<file path="src/rtl/core/sipq_pkg.sv">
// shared types and constants of the sorted-insertion priority queue
package sipq_pkg;

  localparam int DEPTH_DEFAULT     = 16;
  localparam int KEY_WIDTH_DEFAULT = 32;
  localparam int VALUE_W           = 32;
  localparam int COUNT_W           = 5;

  localparam logic signed [VALUE_W-1:0] UNDERFLOW_VALUE = -32'sd1;

  typedef enum logic {
    CMD_ENQ = 1'b0,
    CMD_DEQ = 1'b1
  } cmd_t;

  typedef enum logic [1:0] {
    ST_OK        = 2'd0,
    ST_UNDERFLOW = 2'd1,
    ST_OVERFLOW  = 2'd2
  } status_t;

  // shift controls broadcast to every cell
  typedef struct packed {
    logic enq;
    logic deq;
  } op_t;

endpackage

</file>
<file path="src/rtl/core/sipq_cell.sv">
// one storage cell of the sorted key row
module sipq_cell #(
  parameter int KEY_WIDTH = sipq_pkg::KEY_WIDTH_DEFAULT
) (
  input  logic                        clk,
  input  sipq_pkg::op_t               op,
  input  logic                        occupied,
  input  logic signed [KEY_WIDTH-1:0] new_key,
  input  logic signed [KEY_WIDTH-1:0] left_key,
  input  logic                        left_greater,
  input  logic signed [KEY_WIDTH-1:0] right_key,
  output logic                        greater,
  output logic signed [KEY_WIDTH-1:0] key
);

  logic signed [KEY_WIDTH-1:0] key_next;

  // strictly greater, so equal keys stay ahead of the new one
  assign greater = occupied && (key > new_key);

  always_comb begin
    key_next = key;
    if (op.enq) begin
      if (left_greater) begin
        key_next = left_key;
      end else if (greater || !occupied) begin
        key_next = new_key;
      end
    end else if (op.deq) begin
      key_next = right_key;
    end
  end

  always_ff @(posedge clk) begin
    key <= key_next;
  end

endmodule

</file>
<file path="src/rtl/core/sorted_insert_min_priority_queue.sv">
// top level of the sorted-insertion min priority queue
//
// a bounded min priority queue held as a row of DEPTH cells in ascending order
// command channel: a transaction is taken at a rising edge with start high and
//   busy low; cmd selects enqueue of value or dequeue of the smallest key
// busy stays low: every cell compares its key with the new one in parallel and
//   shifts in the same cycle, so one operation is taken every clock cycle
// result channel: done is high for exactly one cycle, the cycle after the
//   command was taken; out_value, status and count are valid then
// out_value is the dequeued key, -1 on underflow, 0 on any enqueue
// status: ok, underflow (dequeue while empty), overflow (enqueue while full,
//   key dropped); an underflow or overflow leaves the queue unchanged
// count reports the number of stored entries after the operation
// equal keys leave in arrival order
// the receiver cannot stall; each result must be taken in its one cycle
// reset (rst, synchronous) empties the queue and clears done; cell contents
//   are left as they are and only occupied cells are ever read
module sorted_insert_min_priority_queue #(
  parameter int DEPTH     = sipq_pkg::DEPTH_DEFAULT,
  parameter int KEY_WIDTH = sipq_pkg::KEY_WIDTH_DEFAULT
) (
  input  logic                                 clk,
  input  logic                                 rst,
  input  logic                                 start,
  output logic                                 busy,
  input  logic                                 cmd,
  input  logic signed [sipq_pkg::VALUE_W-1:0]  value,
  output logic                                 done,
  output logic signed [sipq_pkg::VALUE_W-1:0]  out_value,
  output logic [1:0]                           status,
  output logic [sipq_pkg::COUNT_W-1:0]         count
);

  localparam int CNT_W = $clog2(DEPTH + 1);

  logic                        accept;
  logic                        full;
  logic                        empty;
  sipq_pkg::op_t               op;
  logic signed [KEY_WIDTH-1:0] new_key;
  logic signed [KEY_WIDTH-1:0] cell_key [DEPTH];
  logic [DEPTH-1:0]            greater;
  logic [CNT_W-1:0]            entry_count;
  logic [CNT_W-1:0]            entry_count_next;
  logic signed [sipq_pkg::VALUE_W-1:0] out_value_next;
  sipq_pkg::status_t           status_next;

  // never stalls the command side
  assign busy   = 1'b0;
  assign accept = start && !busy;

  // key taken as KEY_WIDTH signed bits of the value port
  assign new_key = KEY_WIDTH'(value);

  assign full  = (entry_count == CNT_W'(DEPTH));
  assign empty = (entry_count == '0);

  // shift controls for the whole row
  always_comb begin
    op.enq = accept && (sipq_pkg::cmd_t'(cmd) == sipq_pkg::CMD_ENQ) && !full;
    op.deq = accept && (sipq_pkg::cmd_t'(cmd) == sipq_pkg::CMD_DEQ) && !empty;
  end

  // the cell row: each cell takes its left neighbour on an insert shift and its
  // right neighbour on a dequeue
  for (genvar i = 0; i < DEPTH; i++) begin : g_cell
    logic                        occupied;
    logic signed [KEY_WIDTH-1:0] left_key;
    logic                        left_greater;
    logic signed [KEY_WIDTH-1:0] right_key;

    assign occupied = (entry_count > CNT_W'(i));

    if (i == 0) begin : g_head
      assign left_key     = new_key;
      assign left_greater = 1'b0;
    end else begin : g_body
      assign left_key     = cell_key[i-1];
      assign left_greater = greater[i-1];
    end

    if (i == DEPTH - 1) begin : g_tail
      assign right_key = cell_key[i];
    end else begin : g_inner
      assign right_key = cell_key[i+1];
    end

    sipq_cell #(
      .KEY_WIDTH (KEY_WIDTH)
    ) u_cell (
      .clk          (clk),
      .op           (op),
      .occupied     (occupied),
      .new_key      (new_key),
      .left_key     (left_key),
      .left_greater (left_greater),
      .right_key    (right_key),
      .greater      (greater[i]),
      .key          (cell_key[i])
    );
  end

  // result of the transaction being taken
  always_comb begin
    entry_count_next = entry_count;
    out_value_next   = '0;
    status_next      = sipq_pkg::ST_OK;
    if (accept) begin
      unique case (sipq_pkg::cmd_t'(cmd))
        sipq_pkg::CMD_ENQ: begin
          if (full) begin
            status_next = sipq_pkg::ST_OVERFLOW;
          end else begin
            entry_count_next = entry_count + CNT_W'(1);
          end
        end
        sipq_pkg::CMD_DEQ: begin
          if (empty) begin
            status_next    = sipq_pkg::ST_UNDERFLOW;
            out_value_next = sipq_pkg::UNDERFLOW_VALUE;
          end else begin
            out_value_next   = sipq_pkg::VALUE_W'(cell_key[0]);
            entry_count_next = entry_count - CNT_W'(1);
          end
        end
        default: begin
          status_next = sipq_pkg::ST_OK;
        end
      endcase
    end
  end

  // control state
  always_ff @(posedge clk) begin
    if (rst) begin
      entry_count <= '0;
      done        <= 1'b0;
    end else begin
      entry_count <= entry_count_next;
      done        <= accept;
    end
  end

  // result payload, no reset needed
  always_ff @(posedge clk) begin
    if (accept) begin
      out_value <= out_value_next;
      status    <= status_next;
      count     <= sipq_pkg::COUNT_W'(entry_count_next);
    end
  end

  // every taken command gives a result strobe in the next cycle
  a_done_follows: assert property (@(posedge clk) disable iff (rst)
    accept |=> done)
    else $error("result strobe missing after a command");

  // overflow only reported with the queue full
  a_overflow_full: assert property (@(posedge clk) disable iff (rst)
    (done && status == sipq_pkg::ST_OVERFLOW) |->
      (count == sipq_pkg::COUNT_W'(DEPTH)))
    else $error("overflow reported while not full");

  // underflow only on an empty queue, with the marker value
  a_underflow_empty: assert property (@(posedge clk) disable iff (rst)
    (done && status == sipq_pkg::ST_UNDERFLOW) |->
      (count == '0 && out_value == sipq_pkg::UNDERFLOW_VALUE))
    else $error("underflow result inconsistent");

  // the head of the row is the smallest key
  a_head_sorted: assert property (@(posedge clk) disable iff (rst)
    (entry_count >= CNT_W'(2)) |-> (cell_key[0] <= cell_key[1]))
    else $error("head cells out of order");

endmodule

</file>
<file path="config.mk">
export PLATFORM = sky130hd
export DESIGN_NAME = sorted_insert_min_priority_queue
export DESIGN_NICKNAME = d
export VERILOG_FILES = /design/src/rtl/core/sipq_pkg.sv /design/src/rtl/core/sipq_cell.sv /design/src/rtl/core/sorted_insert_min_priority_queue.sv
export SDC_FILE = /design/constraint.sdc
export NUM_CORES = 2
export LEC_CHECK = 0
export BUFFER_PORTS_ARGS = -buffer_cell sky130_fd_sc_hd__buf_2
export CAP_MARGIN = 20
export CORE_MARGIN = 2
export CORE_UTILIZATION = 55
export CTS_BUF_LIST = sky130_fd_sc_hd__clkbuf_2 sky130_fd_sc_hd__clkbuf_4 sky130_fd_sc_hd__clkbuf_8
export CTS_CLUSTER_DIAMETER = 200
export DETAILED_ROUTE_END_ITERATION = 16
export PLACE_DENSITY_LB_ADDON = 0.12
export SYNTH_ARGS = -nofsm -noshare
export SYNTH_HDL_FRONTEND = slang
export SYNTH_HIERARCHICAL = 1
export SYNTH_SLANG_ARGS = --single-unit
</file>
<file path="constraint.sdc">
create_clock -name clk -period 8.83 [get_ports clk]
set_input_delay 0 -clock clk [delete_from_list [all_inputs] [get_ports clk]]
set_output_delay 0 -clock clk [all_outputs]
set_load 0.1 [all_outputs]
</file>
# ---- Yosys cells after proc, flatten, opt, wreduce, memory -nomap -nowiden
# Cells that the tools add are included.
# W data, S select, Z words.
dict set report classes {
  reduce_logical 73
  order_cmp 32
  add_sub_neg 2
  muxes 69
  n_eq_ne 16
  bitwise 1
}
# op n
set op_table {}
lappend op_table {{$mux W32} 62}
lappend op_table {{$gt A32 B32 Y1} 16}
lappend op_table {{$gt A5 B4 Y1 const B} 8}
lappend op_table {{$ne A3 B1 Y1 const B} 13}
lappend op_table {{$reduce_and A2 Y1} 16}
lappend op_table {{$gt A5 B3 Y1 const B} 4}
lappend op_table {{$logic_and A1 B1 Y1} 20}
lappend op_table {{$logic_not A1 Y1} 18}
lappend op_table {{$logic_or A1 B1 Y1} 16}
lappend op_table {{$mux W5} 3}
lappend op_table {{$gt A5 B1 Y1 const B} 2}
lappend op_table {{$gt A5 B2 Y1 const B} 2}
lappend op_table {{$pmux W5 S2} 1}
lappend op_table {{$add A5 B1 Y5 const B} 1}
lappend op_table {{$eq A5 B5 Y1 const B} 1}
lappend op_table {{$logic_not A5 Y1} 1}
lappend op_table {{$sub A5 B1 Y5 const B} 1}
lappend op_table {{$pmux W2 S2} 1}
lappend op_table {{$reduce_bool A2 Y1} 2}
lappend op_table {{$ne A3 B2 Y1 const B} 1}
lappend op_table {{$mux W2} 1}
lappend op_table {{$ne A2 B2 Y1 const B} 1}
lappend op_table {{$mux W1} 1}
lappend op_table {{$not A1 Y1} 1}
dict set report totals {
  register_bits 557
  output_inout_bits 41
  inputBits 36
  elab_cells 214
}

# ---- Longest topological paths before layout
dict set report depth {
  ltp_word 6
  depth_mapped 12
}

# ---- Hierarchy
# The synthesis kept the hierarchy.
# mod area_per_inst_um2 n_inst cells_each
set by_module_without_submodules {}
lappend by_module_without_submodules {sipq_cell 2496.1 16 263}
lappend by_module_without_submodules {sorted_insert_min_priority_queue 2147.1 1 211}

# ---- Least setup slack after synthesis
# Ideal clock, no wire load.
dict set report synth_path {
  kind {reg-to-reg}
  from {reg g_cell[0].u_cell.key[14]}
  to {reg g_cell[1].u_cell.key[0], enable pin}
  arrival_time_ns 3.120
  path_buffers 2
  path_stages_with_launch 12
  slack_ns 5.149
  cell_sequence {edfxtp_1 -> ha_1 -> a21oi_1 -> nand2_1 -> a221o_1 -> o31a_1 -> o2111ai_2 -> o41ai_2 -> clkbuf_1 -> buf_2 -> o21ai_0 -> nand3_1}
}
dict set report synth_via {
  elab_chain_cells 4
}
# item line
set synth_lines {}
lappend synth_lines {{from (decl)} sipq_cell.sv:13} ;# output logic signed [KEY_WIDTH-1:0] key
lappend synth_lines {{from (signal assigned)} sipq_cell.sv:35} ;# key <= key_next;
lappend synth_lines {{$gt A32 B32 Y1} sipq_cell.sv:19} ;# assign greater = occupied && (key > new_key);
lappend synth_lines {{$logic_and A1 B1 Y1} sipq_cell.sv:19}
lappend synth_lines {{via g_cell[1].left_greater} sorted_insert_min_priority_queue.sv:69} ;# logic left_greater;
lappend synth_lines {{$ne A3 B2 Y1 (no source line)} -}
lappend synth_lines {{$reduce_and A2 Y1 (no source line)} -}
lappend synth_lines {{to (signal assigned)} sipq_cell.sv:35}
lappend synth_lines {{to (decl)} sipq_cell.sv:13}
# The timed path passes the listed nets, and every way through them passes these cells.
# A chain may end at the register's enable or synchronous reset.

==> results.py <==
metrics = {
    "run_status": {
        "status": "finished clean",
    },
    "clock_tree": {
        "clock_latency_ns": 0.71,
        "numCtsBuffers": 104,
        "htree_num_levels": 3,
        "cts_tree": "yes",
        "clock-sinks": 557,
        "root_buffer": "clkbuf_8",
        "cts_max_path_buffers": 3,
        "path_clk_slew_ns": 0.06,
        "cts_resized": 0,
    },
    "setup_path": {
        "cp-start-kind": "flip-flop",
        "arrival_ns": 4.84,
        "worstSetupPathType": "reg2reg",
        "path_delay_family": "buffers and inverters",
        "crit_path_end_kind": "flip-flop",
        "crit_path_frequent_cell": "buf_4",
        "cp_num_buf_inv": 3,
        "cp.required_ns": 9.21,
        "cp_slowest_cell": "buf_4",
        "worst-path-max-fanout": 97,
        "path_cells": "inv_1 > ha_1 > or3b_1 > o21ba_4 > buf_4 > or2_2 > and3_1 > a2bb2oi_1 > nand3_1 > buf_4",
        "slowest_delay_ns": 0.79,
    },
    "layout": {
        "drive_gt1_share_pct": 8.65,
        "stdcell_area_um2": 45600,
        "nets": 5029,
        "multi_input_area_um2": 22800,
        "final_cell_mix": "a21oi_1, nor2_1, edfxtp_1, inv_1, ha_1",
        "utilization_pct": 60.2,
        "regArea_um2": 16700,
        "fillers": 6657,
        "final_common_cell": "a21oi_1",
        "syn_to_final_growth_pct": 8.50,
        "fin_cells": 5537,
    },
    "grt": {
        "grt_pass1_wl_um": 162000,
        "grt_pass1_vias": 30800,
        "grt_max_degree": 250,
        "grt_overflow": 0,
        "antenna_found_initial": 5,
        "grt_usage_pct": 25.5,
    },
    "floorplan": {
        "die_area_um2": 78700,
        "rows": 101,
        "start_util_pct": 55.5,
        "num_io_pins": 77,
        "fp.dieH_um": 281,
        "core_area_um2": 75800,
        "die_w_um": 281,
    },
    "detailed_routing": {
        "drc_errors": 0,
        "drtPass1Iterations": 5,
        "drt_iter0_drc": 1926,
        "wirelength_um": 100000,
        "viasPerCell": 5.63,
        "vias": 31200,
        "postRouteAntennaNets": 0,
        "wl_per_cell_um": 18.1,
    },
    "sta": {
        "worstMarginPinSlew_ns": 1.10,
        "finalHoldViolations": 0,
        "finalCritPeriodShare_pct": 50.4,
        "totalNegativeSetupSlack_ns": 0,
        "slew_headroom_pct": 25.0,
        "hold_slack_ns": 0.0556,
        "fin_worst_skew_ns": 0.0215,
        "maxSlewViolCount": 0,
        "fin_ws_ns": 4.38,
        "max_freq_mhz": 225,
        "setup_violations": 0,
        "rsz0062_at_grt": "false",
        "post-route-min-period_ns": 4.45,
    },
    "logic_synthesis": {
        "synthCells": 4416,
        "syn_area_um2": 42100,
        "yosysWarnings": 6,
        "synth.avg_cell_area_um2": 9.52,
    },
    "pwr": {
        "power_mw": 13.5,
        "p_leak_nw": 19.0,
        "power.density_nw_per_um2": 296,
        "ir_worst_vdd_uv": 180,
    },
    "placement": {
        "globalplace.congestion": 0.892,
        "place_ws_ns": 4.44,
        "numPortBuffers": 75,
        "place_inst": 5337,
        "hpwl_um": 75300,
        "placed_area_um2": 43500,
    },
    "worst_hold_path": {
        "holdCritPathClass": "in2reg",
    },
    "job": {
        "max-cap-violations": 0,
    },
}
repair_timing:
| action | in CTS | in global routing |
|---|---|---|
| hold buffers | 10 | 0 |
| buffers inserted | 0 | 0 |
| hold endpoints to repair | 76 | 0 |
cell type report:
cell class                      count  area share [%]
Timing Repair Buffer              142            2.01
Clock buffer                      152            4.02
Tap cell                          978            2.68
Inverter                          533            4.39
Sequential cell                   557            36.5
Clock inverter                     34           0.436
Multi-Input combinational cell   3137            49.9
Antenna cell                        4          0.0219
power by group:
| group | total (mW) | switching (mW) | internal, mW | leakage [nW] |
|---|---|---|---|---|
| Combinational | 5.58 | 3.49 | 2.09 | 12.6 |
| Sequential | 5.44 | 0.917 | 4.52 | 5.30 |
| Clock | 2.50 | 1.12 | 1.38 | 1.09 |
sequential cells by signal, summed over array words and instances (netlist names):
register           flops
g_cell.u_cell/key    512
out_value             32
count                  5
entry_count            5
status                 2
done                   1
layer usage:
| metal | wire length, um | part of all wire, % | global-route usage (%) | vias up |
|---|---|---|---|---|
| li1 | - | - | - | 16200 |
| met5 | 0 | 0 | 0 | - |
| met2 | 47600 | 47 | 43.4 | 577 |
| met3 | 3060 | 3.1 | 2.51 | 193 |
| met4 | 3830 | 3.8 | 10.4 | 0 |
| met1 | 45800 | 46 | 33.3 | 14300 |
tightest hold or removal path, stage by stage:
cell and delay, ns:
buf_2 0.30, mux2i_1 0.21, a21oi_1 0.08
path summary, 6_finish.rpt:
path / startpoint / slack [ns] / endpoint / cells after the start
max: entry_count[1] / 4.38 / g_cell[2].u_cell/key[7] / 10
min reg2reg: g_cell[0].u_cell/key[23] / 0.61 / out_value[23] / 2
max reg2reg: entry_count[1] / 4.38 / g_cell[2].u_cell/key[7] / 10
min: value[3] / 0.06 / g_cell[15].u_cell/key[3] / 3
No activity file was read; power rests on OpenSTA's default activity.
